## src/sv/dtm_pkg.sv

```systemverilog
// ----------------------------------------------------------------------------
// dtm_pkg
// shared sizes, transaction kind codes and interface structs for the
// descending end-time merge iterator
// ----------------------------------------------------------------------------
package dtm_pkg;

    localparam int NUM_LISTS   = 8;
    localparam int MAX_ENTRIES = 64;

    localparam int LIST_W = (NUM_LISTS > 1) ? $clog2(NUM_LISTS) : 1;
    localparam int IDX_W  = (MAX_ENTRIES > 1) ? $clog2(MAX_ENTRIES) : 1;
    localparam int POS_W  = $clog2(MAX_ENTRIES + 1);
    localparam int DEPTH  = NUM_LISTS * MAX_ENTRIES;
    localparam int ADDR_W = (DEPTH > 1) ? $clog2(DEPTH) : 1;

    localparam int KIND_W  = 3;
    localparam int INDEX_W = 3;
    localparam int TIME_W  = 64;

    localparam logic [KIND_W-1:0] KIND_CLEAR  = 3'd0;
    localparam logic [KIND_W-1:0] KIND_APPEND = 3'd1;
    localparam logic [KIND_W-1:0] KIND_FIRST  = 3'd2;
    localparam logic [KIND_W-1:0] KIND_NEXT   = 3'd3;
    localparam logic [KIND_W-1:0] KIND_SEEK   = 3'd4;

    typedef struct packed {
        logic              we;
        logic [ADDR_W-1:0] addr;
        logic [TIME_W-1:0] wdata;
    } mem_req_t;

    typedef struct packed {
        logic [TIME_W-1:0] end_time;
        logic              at_present;
        logic              list_full;
    } result_t;

endpackage

```

## src/sv/dtm_ctrl.sv

```systemverilog
// ----------------------------------------------------------------------------
// dtm_ctrl
// sequencer that owns list counts and cursors and walks the time ram for
// the maximum pass and the step-back pass
// ----------------------------------------------------------------------------
module dtm_ctrl
    import dtm_pkg::*;
(
    input  logic               clk,
    input  logic               rst_n,
    input  logic               start,
    input  logic [KIND_W-1:0]  kind,
    input  logic [INDEX_W-1:0] list_index,
    input  logic [TIME_W-1:0]  time_value,
    output logic               idle,
    output logic               done,
    input  logic               done_ack,
    output result_t            result,
    output mem_req_t           mem_req,
    input  logic [TIME_W-1:0]  mem_rdata
);

    localparam logic [2:0] S_IDLE     = 3'd0;
    localparam logic [2:0] S_LAT_RD   = 3'd1;
    localparam logic [2:0] S_LAT_CHK  = 3'd2;
    localparam logic [2:0] S_BACK_RD  = 3'd3;
    localparam logic [2:0] S_BACK_CHK = 3'd4;
    localparam logic [2:0] S_DONE     = 3'd5;

    localparam logic [LIST_W-1:0] LAST_LIST = LIST_W'(NUM_LISTS - 1);

    logic [2:0]        state_reg;
    logic [LIST_W-1:0] list_reg;
    logic [POS_W-1:0]  count_reg  [NUM_LISTS];
    logic [POS_W-1:0]  cursor_reg [NUM_LISTS];
    logic [TIME_W-1:0] best_reg;
    logic              none_reg;
    logic [TIME_W-1:0] limit_reg;
    result_t           result_reg;

    logic [LIST_W-1:0] app_list;
    logic              app_ok;
    logic [POS_W-1:0]  app_count;
    logic              app_full;
    logic [POS_W-1:0]  cur_pos;
    logic [TIME_W-1:0] best_new;

    function automatic logic [ADDR_W-1:0] entry_addr(logic [LIST_W-1:0] lst,
                                                     logic [IDX_W-1:0]  idx);
        entry_addr = ADDR_W'(ADDR_W'(lst) * ADDR_W'(MAX_ENTRIES) + ADDR_W'(idx));
    endfunction

    assign app_list  = LIST_W'(list_index);
    assign app_ok    = 32'(list_index) < NUM_LISTS;
    assign app_count = count_reg[app_list];
    assign app_full  = app_count == POS_W'(MAX_ENTRIES);
    assign cur_pos   = cursor_reg[list_reg];
    assign best_new  = (mem_rdata > best_reg) ? mem_rdata : best_reg;

    always_comb
    begin
        mem_req.wdata = time_value;
        mem_req.we    = start && (kind == KIND_APPEND) && app_ok && !app_full;
        if (state_reg == S_IDLE)
        begin
            mem_req.addr = entry_addr(app_list, IDX_W'(app_count));
        end
        else
        begin
            mem_req.addr = entry_addr(list_reg, IDX_W'(cur_pos - 1'b1));
        end
    end

    always_ff @(posedge clk or negedge rst_n)
    begin
        if (!rst_n)
        begin
            state_reg  <= S_IDLE;
            list_reg   <= '0;
            result_reg <= '0;
            best_reg   <= '0;
            none_reg   <= 1'b1;
            limit_reg  <= '0;
            for (int i = 0; i < NUM_LISTS; i++)
            begin
                count_reg[i]  <= '0;
                cursor_reg[i] <= '0;
            end
        end
        else
        begin
            unique case (state_reg)
                S_IDLE:
                begin
                    if (start)
                    begin
                        result_reg.end_time   <= '0;
                        result_reg.at_present <= 1'b0;
                        result_reg.list_full  <= (kind == KIND_APPEND) && app_ok && app_full;
                        best_reg              <= '0;
                        none_reg              <= 1'b1;
                        list_reg              <= '0;
                        limit_reg             <= time_value - 1'b1;
                        unique case (kind)
                            KIND_CLEAR:
                            begin
                                for (int i = 0; i < NUM_LISTS; i++)
                                begin
                                    count_reg[i]  <= '0;
                                    cursor_reg[i] <= '0;
                                end
                                state_reg <= S_DONE;
                            end
                            KIND_APPEND:
                            begin
                                if (app_ok && !app_full)
                                begin
                                    count_reg[app_list] <= app_count + 1'b1;
                                end
                                state_reg <= S_DONE;
                            end
                            KIND_FIRST:
                            begin
                                for (int i = 0; i < NUM_LISTS; i++)
                                begin
                                    cursor_reg[i] <= count_reg[i];
                                end
                                state_reg <= S_LAT_RD;
                            end
                            KIND_NEXT:  state_reg <= S_LAT_RD;
                            KIND_SEEK:  state_reg <= S_BACK_RD;
                            default:    state_reg <= S_DONE;
                        endcase
                    end
                end
                S_LAT_RD:
                begin
                    if (cur_pos != '0)
                    begin
                        state_reg <= S_LAT_CHK;
                    end
                    else if (list_reg == LAST_LIST)
                    begin
                        // maximum is final, now walk cursors back below it
                        result_reg.end_time   <= best_reg;
                        result_reg.at_present <= none_reg;
                        limit_reg             <= best_reg - 1'b1;
                        list_reg              <= '0;
                        state_reg             <= S_BACK_RD;
                    end
                    else
                    begin
                        list_reg <= list_reg + 1'b1;
                    end
                end
                S_LAT_CHK:
                begin
                    best_reg <= best_new;
                    none_reg <= 1'b0;
                    if (list_reg == LAST_LIST)
                    begin
                        result_reg.end_time   <= best_new;
                        result_reg.at_present <= 1'b0;
                        limit_reg             <= best_new - 1'b1;
                        list_reg              <= '0;
                        state_reg             <= S_BACK_RD;
                    end
                    else
                    begin
                        list_reg  <= list_reg + 1'b1;
                        state_reg <= S_LAT_RD;
                    end
                end
                S_BACK_RD:
                begin
                    if (cur_pos != '0)
                    begin
                        state_reg <= S_BACK_CHK;
                    end
                    else if (list_reg == LAST_LIST)
                    begin
                        state_reg <= S_DONE;
                    end
                    else
                    begin
                        list_reg <= list_reg + 1'b1;
                    end
                end
                S_BACK_CHK:
                begin
                    if (mem_rdata > limit_reg)
                    begin
                        // step this cursor back and look at the earlier entry
                        cursor_reg[list_reg] <= cur_pos - 1'b1;
                        state_reg            <= S_BACK_RD;
                    end
                    else if (list_reg == LAST_LIST)
                    begin
                        state_reg <= S_DONE;
                    end
                    else
                    begin
                        list_reg  <= list_reg + 1'b1;
                        state_reg <= S_BACK_RD;
                    end
                end
                S_DONE:
                begin
                    if (done_ack)
                    begin
                        state_reg <= S_IDLE;
                    end
                end
                default: state_reg <= S_IDLE;
            endcase
        end
    end

    assign idle   = state_reg == S_IDLE;
    assign done   = state_reg == S_DONE;
    assign result = result_reg;

endmodule

```

## config.mk

```make
export PLATFORM = sky130hd
export DESIGN_NAME = dtm_ctrl
export DESIGN_NICKNAME = d
export VERILOG_FILES = /design/src/sv/dtm_pkg.sv /design/src/sv/dtm_ctrl.sv
export SDC_FILE = /design/constraint.sdc
export NUM_CORES = 1
export LEC_CHECK = 0
export BUFFER_PORTS_ARGS = -buffer_cell sky130_fd_sc_hd__buf_2
export CORE_MARGIN = 3
export CORE_UTILIZATION = 27
export CTS_BUF_LIST = sky130_fd_sc_hd__clkbuf_4 sky130_fd_sc_hd__clkbuf_8
export DETAILED_ROUTE_END_ITERATION = 7
export MAX_ROUTING_LAYER = met4
export PLACE_DENSITY = 0.53
export SLEW_MARGIN = 20
export SYNTH_ARGS = -nofsm -noshare
export SYNTH_HDL_FRONTEND = slang
export SYNTH_SLANG_ARGS = --single-unit
```

## constraint.sdc

```tcl
create_clock -name clk -period 7.7 [get_ports clk]
set_input_delay 1.155 -clock clk [delete_from_list [all_inputs] [get_ports clk]]
set_output_delay 1.155 -clock clk [all_outputs]
set_load 0.005 [all_outputs]
```

Word-level counts from Yosys, hierarchy flattened
Index checks and enable logic that the tools add are counted.

operators by class
  $add $sub $neg = 8
  equal/unequal tests = 23
  bitwise logic cells = 2
  reduce and logical (&&, ||, !) cells = 22
  $lt $le $gt $ge = 6
  muxes and demuxes = 52

operators by type and width
  kind                     count
  $mux W64                 6
  $pmux W56 S2             3
  $mux W65                 3
  $pmux W65 S3             1
  $pmux W64 S3             1
  $sub A64 B1 Y64 const B  3
  $mux W56                 3
  $gt A64 B64 Y1           2
  $pmux W64 S2             1
  $bwmux W56               2
  $mux W66                 1
  $bmux W7 S3              2
  $demux W7 S3             2
  $mux W3                  14
  $mux W7                  6
  $add A9 B6 Y9            2
  $pmux W3 S6              1
  $ne A2 B2 Y1 const B     8
  $pmux W3 S5              1
  $eq A3 B2 Y1 const B     4
  $eq A3 B3 Y1 const B     4
  $reduce_and A4 Y1        3
  $reduce_and A5 Y1        2
  $mux W9                  1
  24 further kinds         37

storage, ports and cells
  output and inout port bits = 142
  bits in registers = 313
  logic and storage cells = 137
  bits of input ports = 138

Longest topological paths before layout
Gate-level depths: netlist of run 1.

  depth after elaboration = 8
  mapped depth = 20
  mapped depth without buffers = 16

Least setup slack after synthesis of run 1
OpenSTA, ideal clock, no wires.

  path type = input -> register
  start point = input mem_rdata[9]
  end point = register limit_reg[63]
  setup time = 0.095 ns
  setup slack = 2.780 ns
  arrival = 4.824 ns
  required time = 7.605 ns
  stages on the path = 16
  cells stage by stage = ha_1 -> a21o_1 -> nand3_1 -> a21oi_1 -> or4_1 -> a32o_2 -> o21a_1 -> buf_6 -> buf_6 -> a222oi_1 -> nand4_2 -> nor4_4 -> nand4_2 -> buf_6 -> o31a_1 -> o31ai_1

on the way
  word-level cells in the longest chain between the ends = 5

ends and longest elaborated chain
  what                    line             text
  start: declaration      dtm_ctrl.sv:20   input logic [TIME_W-1:0] mem_rdata
  $gt A64 B64 Y1          dtm_ctrl.sv:58   assign best_new = (mem_rdata > best_reg) ? mem_rdata : best_reg;
  $mux W64 (*)            dtm_ctrl.sv:58
  $sub A64 B1 Y64 (*)     dtm_ctrl.sv:164  limit_reg <= best_new - 1'b1;
  $mux W64 (*)            dtm_ctrl.sv:160  if (list_reg == LAST_LIST)
  $pmux W64 S3 (*)        dtm_ctrl.sv:92   unique case (state_reg)
  end signal: assignment  dtm_ctrl.sv:103  limit_reg <= time_value - 1'b1;
  end signal: assignment  dtm_ctrl.sv:147  limit_reg <= best_reg - 1'b1;
  end signal: assignment  dtm_ctrl.sv:164
  end: declaration        dtm_ctrl.sv:38   logic [TIME_W-1:0] limit_reg;

Mark *: on every way between the ends. The rest lies on a longest branch, timed or not. The select of a mux whose other input is x is not followed.
A chain may end at the register's enable or synchronous reset.

Worst setup path in the final report of run 1
  start point = input mem_rdata[61]
  end point = register limit_reg[54]

on the way
  word-level cells in the longest chain between the ends = 5

ends and longest elaborated chain
  what             line
  $gt A64 B64 Y1   dtm_ctrl.sv:58
  $mux W64         dtm_ctrl.sv:58
  $sub A64 B1 Y64  dtm_ctrl.sv:164
  $mux W64         dtm_ctrl.sv:160
  $pmux W64 S3     dtm_ctrl.sv:92

Every way passes these cells. The select of a mux whose other input is x is not followed.

==> impl_metrics.json, run 1 <==
{
  "synth_flop_cell": "dfrtp_1",
  "async_reset_ff_share_pct": 100,
  "dp_hpwl_mm": 50.3,
  "cts_root_buf": "clkbuf_8",
  "synth_edf_count": 0,
  "cts_tree": "yes",
  "max_stage_delay_ns": 0.72,
  "cp_cell_sequence": "buf_2 > ha_1 > nand4_1 > nor4_2 > nand3_1 > o21ai_0 > or3_1 > o32ai_4 > buf_4 > a222oi_1 > nand4_1 > nor3_1 > nand4_1 > or3_1 > o311ai_1",
  "area_growth_pct": 16.0,
  "drive_gt1_share_pct": 21.4,
  "routabilityCongestion": 0.923,
  "clk-insertion-delay-late_ns": 0.68,
  "drc_errors": 0,
  "worst-setup-path-type": "in -> reg",
  "first_global_vias": 17600,
  "core_region_area_sq_um": 72200,
  "outcome": "finished clean",
  "syn_inst": 2142,
  "row_count": 98,
  "fin_area_sq_um": 23000,
  "finalSetupViolCount": 0,
  "start_util_pct": 27.5,
  "cts_htree_levels": 2,
  "ctsHoldBuffers": 0,
  "required_ns": 8.21,
  "fp.dieW_microns": 277,
  "yosysWarnings": 0,
  "first_pass_iters": 6,
  "rsz0062_at_grt": "no",
  "overflow": 0,
  "postSynthAreaPerCell_sq_um": 9.27,
  "synth_seq_area_share_pct": 39.4,
  "fmax_mhz": 163,
  "drv_slew": 0,
  "cp.arrival_ns": 6.65,
  "io_buffers": 279,
  "routed_wirelength_mm": 68.3,
  "cp-start-kind": "input pin",
  "fin_tns_setup_ns": 0,
  "ys_seq_elements": 313,
  "p_leak_nw": 10.6,
  "ioPinCount": 280,
  "synth_cell_types": 71,
  "clkSinkCount": 313,
  "grt_usage_pct": 17.7,
  "timing.final.crit_share_pct": 79.8,
  "fill_cells": 7505,
  "num-nets-final": 2594,
  "synth_area_leaders": "dfrtp_1 (39%), ha_1 (8.4%), a22o_1 (6.1%), nand2_1 (4.3%), mux2_2 (3.4%)",
  "relSlewSlack_pct": 22.4,
  "drt-vias-per-instance": 5.37,
  "clockBufferDepth": 3,
  "cp_common_cell": "nand4_1",
  "synth_top_area_share_pct": 39.3,
  "min_path_type": "in -> async",
  "crit_slowest_cell": "a222oi_1",
  "end_kind": "register",
  "detail-route-antenna-nets": 0,
  "post_dp_cell_area_sq_um": 21800,
  "synth_top_cell_by_area": "dfrtp_1",
  "maxCapViolCount": 0,
  "finalCriticalPeriod_ns": 6.14,
  "power.density_nw_per_um2": 364,
  "num_vias": 17800,
  "worst_slew_pin_slew_ns": 1.16,
  "cpLargestDelayFamily": "simple AND/OR/NAND/NOR gates",
  "crit_path_max_fanout": 26,
  "grt_max_degree": 139,
  "syn_area_sq_um": 19900,
  "peakVddDrop_mv": 0.262,
  "wl_per_cell_microns": 20.6,
  "antenna_found_initial": 2,
  "clk_pin_slew_ns": 0.07,
  "synth_nets": 2414,
  "die_height_microns": 277,
  "grt_pass1_wl_mm": 105,
  "post-cts-setup-buffers": 0,
  "die_area_sq_um": 76900,
  "skew_ns": 0.0777,
  "cts_resized": 0,
  "cts_buffers": 59,
  "crit_buf_inv": 2,
  "drt_iter0_markers": 1656,
  "hold_viol": 0,
  "largest_reg_flops": 66
}
-- cell usage after synthesis (13+ instances only) --
cell      count
o21ai_0     133
a222oi_1     46
inv_1       149
nand4_1      54
a221oi_1     56
nand2_1     226
clkbuf_1    105
xnor2_1      33
buf_4        64
a22oi_1      37
a21o_1       40
a32o_1       13
nor4_1       19
dfrtp_1     312
ha_1        134
o31ai_1      18
nand3_1      45
mux2_2       60
nor3_1       31
nor2_1      152
a21oi_1      49
a22o_1      138
-- layout by cell type (no fill, tap or decap), types with 12 or more instances in the layout --
cell type	n
xnor2_1	33
clkinv_2	13
clkbuf_4	18
a32o_1	13
nand4_1	54
nand3_1	45
dfrtp_1	312
o21ai_1	12
nor4_1	18
a22oi_1	37
a221oi_1	56
mux2_2	60
buf_2	278
buf_4	23
nand2_1	226
a21o_1	39
a21boi_0	12
nor3_1	30
ha_1	134
nor2_1	152
o211ai_1	12
o21ai_0	133
a222oi_1	46
o31ai_1	18
a22o_1	138
a21oi_1	48
clkbuf_8	67
inv_1	149
-- through the flow --
stage | instances | util [%] | total power, mW | worst slack, ns | hold slack, ns
CTS | 3313 | 31.9 | 8.46 | 1.56 | 0.467
detailed placement | 3210 | 30.2 | 6.70 | 0.906 | 0.455
floorplan | 2142 | - | 5.26 | 2.78 | 0.439
global route | 3314 | 31.9 | 9.07 | 1.19 | 0.420
finish | 3315 | 31.9 | 8.39 | 1.56 | 0.445
global placement | 3210 | 30.2 | 6.64 | 0.889 | 0.450
-- cell type report --
cell class | instances | area (sq um) | share of cell area (%)
multi-input cells | 1493 | 10600 | 45.9
flip-flops and latches | 313 | 7830 | 34.0
repair buffers | 306 | 1670 | 7.23
well taps | 950 | 1190 | 5.16
clock buffers | 85 | 1060 | 4.59
inverters | 149 | 559 | 2.43
clock inverters | 18 | 158 | 0.684
diodes | 1 | 2.50 | 0.0109
-- final timing paths --
check                               from       endpoint  slack, ns  cells after the start
max                        mem_rdata[61]  limit_reg[54]       1.56                     15
min                                rst_n     result[45]       0.45                      1
max reg2reg                 best_reg[61]  limit_reg[54]       1.70                     15
min reg2reg                     none_reg       none_reg       0.47                      2
max in group asynchronous          rst_n      result[2]       6.00                      2
min in group clk                none_reg       none_reg       0.47                      2
-- routing by layer --
layer  up-vias  share of wire [%]  GRT usage, %  routed length (microns)
met5         -                  0             -                        0
met3        91                6.7          3.10                     4590
met4         0                1.9          4.23                     1320
li1       8287                  -             -                        -
met2       614                 47          28.3                    32000
met1      8810                 44          23.2                    30400
-- logic make-up after synthesis --
group,synth area share (%)
AOI/OAI and AO/OA,24.1
muxes,4.18
DFF,39.4
buffers and inverters,7.69
and+or+nand+nor,14.5
adders and majority gates,8.44
xor gates and xnor gates,1.63
-- where the power goes --
| group | switching (mW) | total, mW | internal, mW |
|---|---|---|---|
| clock | 0.756 | 1.70 | 0.947 |
| sequential | 0.333 | 2.45 | 2.12 |
| combinational | 2.70 | 4.24 | 1.53 |
| total | 3.79 | 8.39 | 4.59 |
Note: power is estimated with default switching activity, not from simulation.
==> inputs of run 2 (changes only) <==
--- a/config.mk
+++ b/config.mk
@@ -11,7 +11,7 @@
 export CTS_BUF_LIST = sky130_fd_sc_hd__clkbuf_4 sky130_fd_sc_hd__clkbuf_8
 export DETAILED_ROUTE_END_ITERATION = 7
 export MAX_ROUTING_LAYER = met4
-export PLACE_DENSITY = 0.53
+export PLACE_DENSITY = 0.54
 export SLEW_MARGIN = 20
 export SYNTH_ARGS = -nofsm -noshare
 export SYNTH_HDL_FRONTEND = slang
==> constraint.sdc (replaced) <==
create_clock -name clk -period 5.45 [get_ports clk]
set_input_delay 0.8175 -clock clk [delete_from_list [all_inputs] [get_ports clk]]
set_output_delay 0.8175 -clock clk [all_outputs]
set_load 0.005 [all_outputs]
==> impl_metrics.json, run 2 (synthesis gave the netlist of run 1 again) <==
{
  "overflow": 0,
  "core_region_area_sq_um": 72200,
  "timing.rr.start": "best_reg[62]",
  "cpLargestDelayFamily": "simple AND/OR/NAND/NOR gates",
  "drive_gt1_share_pct": 25.2,
  "fp.dieW_microns": 277,
  "crit_slowest_cell": "a222oi_1",
  "finalSetupViolCount": 0,
  "largest_reg_flops": 66,
  "ioPinCount": 280,
  "drt-vias-per-instance": 5.41,
  "cp_cell_sequence": "inv_1 > ha_1 > nand4_1 > nor4_2 > nand3_1 > o21ai_0 > or3_1 > o32ai_4 > buf_4 > a222oi_1 > nand4_1 > nor4_1 > buf_4 > nor3_1 > a221o_1 > a211o_1",
  "power.density_nw_per_um2": 525,
  "cp-start-kind": "register",
  "cp.arrival_ns": 5.62,
  "cts_root_buf": "clkbuf_8",
  "die_area_sq_um": 76900,
  "timing.final.crit_share_pct": 92.7,
  "clk-insertion-delay-late_ns": 0.68,
  "setup_slack_ns": 0.399,
  "detail-route-antenna-nets": 0,
  "clk_pin_slew_ns": 0.07,
  "worst_slew_pin_slew_ns": 1.09,
  "maxCapViolCount": 0,
  "num_vias": 18600,
  "p_leak_nw": 11.2,
  "min_path_type": "in -> async",
  "rr_worst_depth": 16,
  "row_count": 98,
  "cts_buffers": 59,
  "antenna_found_initial": 3,
  "grt_usage_pct": 18.9,
  "crit_path_max_fanout": 39,
  "drv_slew": 0,
  "cts_resized": 0,
  "skew_ns": 0.0601,
  "io_buffers": 279,
  "routabilityCongestion": 0.936,
  "met1Wirelength_mm": 31.8,
  "num-nets-final": 2717,
  "layout_common_cells": "dfrtp_1 (312), buf_2 (278), nand2_1 (226)",
  "drc_errors": 0,
  "max_stage_delay_ns": 0.79,
  "finalCriticalPeriod_ns": 5.05,
  "utilization_pct": 33.3,
  "fill_cells": 7461,
  "clockBufferDepth": 3,
  "grt_max_degree": 121,
  "r2r-end": "limit_reg[62]",
  "dp_slack_ns": -0.0973,
  "ctsHoldBuffers": 0,
  "dp_hpwl_mm": 54.9,
  "cts_htree_levels": 2,
  "post-cts-setup-buffers": 0,
  "end_kind": "register",
  "routed_wirelength_mm": 72.9,
  "rsz0062_at_grt": "no",
  "cts_tree": "yes",
  "first_pass_iters": 8,
  "start_util_pct": 27.5,
  "crit_buf_inv": 3,
  "fmax_mhz": 198,
  "dp.cells": 3334,
  "worst-setup-path-type": "reg -> reg",
  "routed-wl-met3_mm": 4.75,
  "hold_viol": 0,
  "first_global_vias": 18600,
  "top_layer": "met4",
  "clkSinkCount": 313,
  "outcome": "finished clean",
  "drt_iter0_markers": 1859,
  "wl_met2_mm": 34.4,
  "grt_pass1_wl_mm": 113,
  "rrSetupSlack_ns": 0.40,
  "die_height_microns": 277,
  "required_ns": 6.01,
  "wl_per_cell_microns": 21.2,
  "peakVddDrop_mv": 0.236,
  "relSlewSlack_pct": 27.2,
  "area_growth_pct": 21.2,
  "finalNonFillerCells": 3438,
  "final_common_cell": "dfrtp_1"
}
==> run 2: changes by cell type in the layout (fill, tap and decap cells not counted), moves of 2 or more <==
cell | previous run | this run
buf_4 | 23 | 140
clkinv_2 | 13 | 10
diode_2 | 1 | 3
buf_12 | 3 | 10
clkbuf_4 | 18 | 13
clkbuf_8 | 67 | 73
==> run 2: layer usage <==
metal	GRT usage (%)	up-vias
met2	30.8	734
met1	24.4	9209
met3	2.96	131
met5	-	-
met4	5.25	0
li1	-	8522
==> run 2: through the flow <==
step / hold slack, ns / power, mW / setup TNS [ns] / instance area (sq um)
6_report: 0.194 / 12.7 / 0 / 24100
5_1_grt: 0.222 / 13.6 / 0 / 24100
4_1_cts: 0.169 / 12.7 / 0 / 24100
3_5_place_dp: 0.456 / 10.1 / -0.365 / 22800
3_3_place_gp: 0.455 / 10.0 / -0.0279 / 22800
2_1_floorplan: 0.439 / 7.43 / 0 / 19900
==> run 2: where the power goes <==
| group | switching [mW] | internal [mW] |
|---|---|---|
| Sequential | 0.477 | 2.99 |
| Combinational | 3.99 | 2.67 |
| Clock | 1.09 | 1.43 |
==> run 2: worst register-to-register path: stages, from the launching register on <==
cell      delay, ns
dfrtp_1        0.37
inv_1          0.09
ha_1           0.32
nand4_1        0.15
nor4_2         0.64
nand3_1        0.22
o21ai_0        0.22
or3_1          0.23
o32ai_4        0.16
buf_4          0.33
a222oi_1       0.82
nand4_1        0.24
nor4_1         0.39
buf_4          0.19
nor3_1         0.04
a221o_1        0.27
a211o_1        0.26
==> run 2: worst max-delay path by stage <==
| stage | slack, ns | depth (start not counted) | end | from |
|---|---|---|---|---|
| floorplan | 0.87 | 16 | limit_reg[63] | mem_rdata[9] |
| global placement | -0.03 | 18 | limit_reg[63] | mem_rdata[46] |
| detailed placement | -0.1 | 17 | limit_reg[59] | mem_rdata[46] |
| CTS | 0.41 | 17 | limit_reg[59] | best_reg[46] |
| global route | 0.06 | 17 | limit_reg[63] | best_reg[62] |
| finish | 0.40 | 16 | limit_reg[62] | best_reg[62] |
==> run 2: area by class of cell <==
cell class / count / area, sq um / share of cell area (%)
Inverter: 149 / 559 / 2.32
Antenna cell: 3 / 7.51 / 0.0312
Timing Repair Buffer: 429 / 2660 / 11.0
Multi-Input combinational cell: 1493 / 10600 / 43.9
Clock inverter: 15 / 158 / 0.655
Sequential cell: 313 / 7830 / 32.5
Tap cell: 950 / 1190 / 4.94
Clock buffer: 86 / 1100 / 4.58
==> inputs of run 3 (changes only) <==
--- a/config.mk
+++ b/config.mk
@@ -6,7 +6,6 @@
 export NUM_CORES = 1
 export LEC_CHECK = 0
 export BUFFER_PORTS_ARGS = -buffer_cell sky130_fd_sc_hd__buf_2
-export CORE_MARGIN = 3
 export CORE_UTILIZATION = 27
 export CTS_BUF_LIST = sky130_fd_sc_hd__clkbuf_4 sky130_fd_sc_hd__clkbuf_8
 export DETAILED_ROUTE_END_ITERATION = 7
==> impl_metrics.json, run 3 (synthesis gave the netlist of run 1 again) <==
{
  "num_vias": 18300,
  "io_buffers": 279,
  "fp.dieW_microns": 273,
  "grt_usage_pct": 19.0,
  "cts_resized": 0,
  "cp_cell_sequence": "inv_1 > ha_1 > nand4_1 > nor4_2 > nand2_1 > nor3_1 > a32o_2 > o32ai_4 > buf_12 > a222oi_1 > nand4_2 > nor4_4 > buf_4 > nand4_2 > buf_12 > o31a_1 > o31ai_1",
  "overflow": 0,
  "fin_tns_setup_ns": 0,
  "cts_htree_levels": 2,
  "row_count": 99,
  "detail-route-antenna-nets": 0,
  "clkSinkCount": 313,
  "fill_cells": 7598,
  "routed_wirelength_mm": 70.2,
  "maxCapViolCount": 0,
  "num-nets-final": 2702,
  "cp.arrival_ns": 5.73,
  "clockBufferDepth": 3,
  "min_path_type": "in -> async",
  "clk_pin_slew_ns": 0.06,
  "finalCriticalPeriod_ns": 5.15,
  "rrSetupSlack_ns": 0.30,
  "cts_buffers": 59,
  "drc_errors": 0,
  "finalNonFillerCells": 3433,
  "peakVddDrop_mv": 0.223,
  "wl_per_cell_microns": 20.5,
  "cts_tree": "yes",
  "post-cts-setup-buffers": 0,
  "grt_pass1_wl_mm": 107,
  "cp-start-kind": "register",
  "crit_path_max_fanout": 31,
  "n_antenna_cell": 0,
  "hold_viol": 0,
  "drive_gt1_share_pct": 24.7,
  "required_ns": 6.04,
  "crit_slowest_cell": "nor4_2",
  "drt-vias-per-instance": 5.33,
  "timing.final.crit_share_pct": 94.5,
  "grt_max_degree": 130,
  "power.density_nw_per_um2": 529,
  "ctsHoldBuffers": 0,
  "die_height_microns": 273,
  "drt_iter0_markers": 1592,
  "final_common_cell": "dfrtp_1",
  "antenna_found_initial": 0,
  "clk-insertion-delay-late_ns": 0.69,
  "p_leak_nw": 11.2,
  "drv_slew": 0,
  "dp_hpwl_mm": 52.6,
  "start_util_pct": 27.3,
  "outcome": "finished clean",
  "area_growth_pct": 20.9,
  "rsz0062_at_grt": "no",
  "end_kind": "register",
  "worst_slew_pin_slew_ns": 1.09,
  "multi_input_area_sq_um": 10600,
  "largest_reg_flops": 66,
  "fmax_mhz": 194,
  "first_global_vias": 17900,
  "cts_root_buf": "clkbuf_8",
  "core_region_area_sq_um": 72800,
  "regArea_sq_um": 7830,
  "worst-setup-path-type": "reg -> reg",
  "max_stage_delay_ns": 0.66,
  "finalSetupViolCount": 0,
  "routabilityCongestion": 0.931,
  "first_pass_iters": 6,
  "relSlewSlack_pct": 27.0,
  "ioPinCount": 280,
  "skew_ns": 0.0702,
  "layout_common_cells": "dfrtp_1 (312), buf_2 (278), nand2_1 (226)",
  "dp.cells": 3328,
  "die_area_sq_um": 74700
}
[run 3: cell count changes in the layout (fill, tap and decap cells not counted), sizes merged]
| cell | before | now |
|---|---|---|
| buf | 429 | 414 |
| clkbuf | 86 | 89 |
| diode | 3 | 0 |
| inv | 151 | 149 |
| bufinv | 3 | 4 |
| clkinv | 10 | 11 |
| clkinvlp | 0 | 1 |
[run 3: metrics by stage]
| stage | area [sq um] | power, mW | hold slack, ns | setup slack, ns | utilization, % |
|---|---|---|---|---|---|
| 2_1_floorplan | 19900 | 7.43 | 0.439 | 0.868 | - |
| 3_3_place_gp | 22700 | 10.0 | 0.456 | -0.139 | 31.2 |
| 3_5_place_dp | 22700 | 10.1 | 0.458 | -0.236 | 31.2 |
| 4_1_cts | 24000 | 12.8 | 0.220 | 0.277 | 33.0 |
| 5_1_grt | 24000 | 13.6 | 0.264 | 0.0288 | 33.0 |
| 6_report | 24000 | 12.7 | 0.228 | 0.302 | 33.0 |
[run 3: cell type report]
type	instances	area share, %
multi-input combinational	1493	44.0
sequential	313	32.6
timing repair buffer	414	10.7
tap	959	5.00
clock buffer	89	4.61
inverter	149	2.33
clock inverter	16	0.808
[run 3: where the power goes]
| part | leakage (nW) | total [mW] | switching [mW] | internal, mW |
|---|---|---|---|---|
| Combinational | 6.37 | 6.65 | 3.99 | 2.66 |
| Clock | 0.693 | 2.58 | 1.09 | 1.48 |
| Sequential | 4.11 | 3.49 | 0.497 | 2.99 |
| Total | 11.2 | 12.7 | 5.58 | 7.13 |
[run 3: path summary, 6_finish.rpt]
check | from | end | cells past startpoint
max | best_reg[60] | limit_reg[63] | 17
min | rst_n | best_reg[39] | 1
max reg2reg | best_reg[60] | limit_reg[63] | 17
min reg2reg | none_reg | none_reg | 2
max in group asynchronous | rst_n | state_reg[0] | 2
min in group clk | mem_rdata[48] | best_reg[48] | 2
[run 3: per-layer routing]
layer / GRT usage, % / wire length (microns) / vias to the layer above
met4: 5.75 / 2000 / 0
met1: 24.9 / 31000 / 8986
li1: - / - / 8516
met2: 30.1 / 32800 / 673
met5: - / 0 / -
met3: 2.78 / 4450 / 117
[run 3: critical path: cells and delay by family, from the launching register on]
kind | cells | cell delay, ns
buffers and inverters | 4 | 0.76
flip-flops | 1 | 0.43
AO/OA/AOI/OAI | 5 | 1.45
adder cells (fa/ha/maj) | 1 | 0.28
AND/OR/NAND/NOR | 7 | 2.10
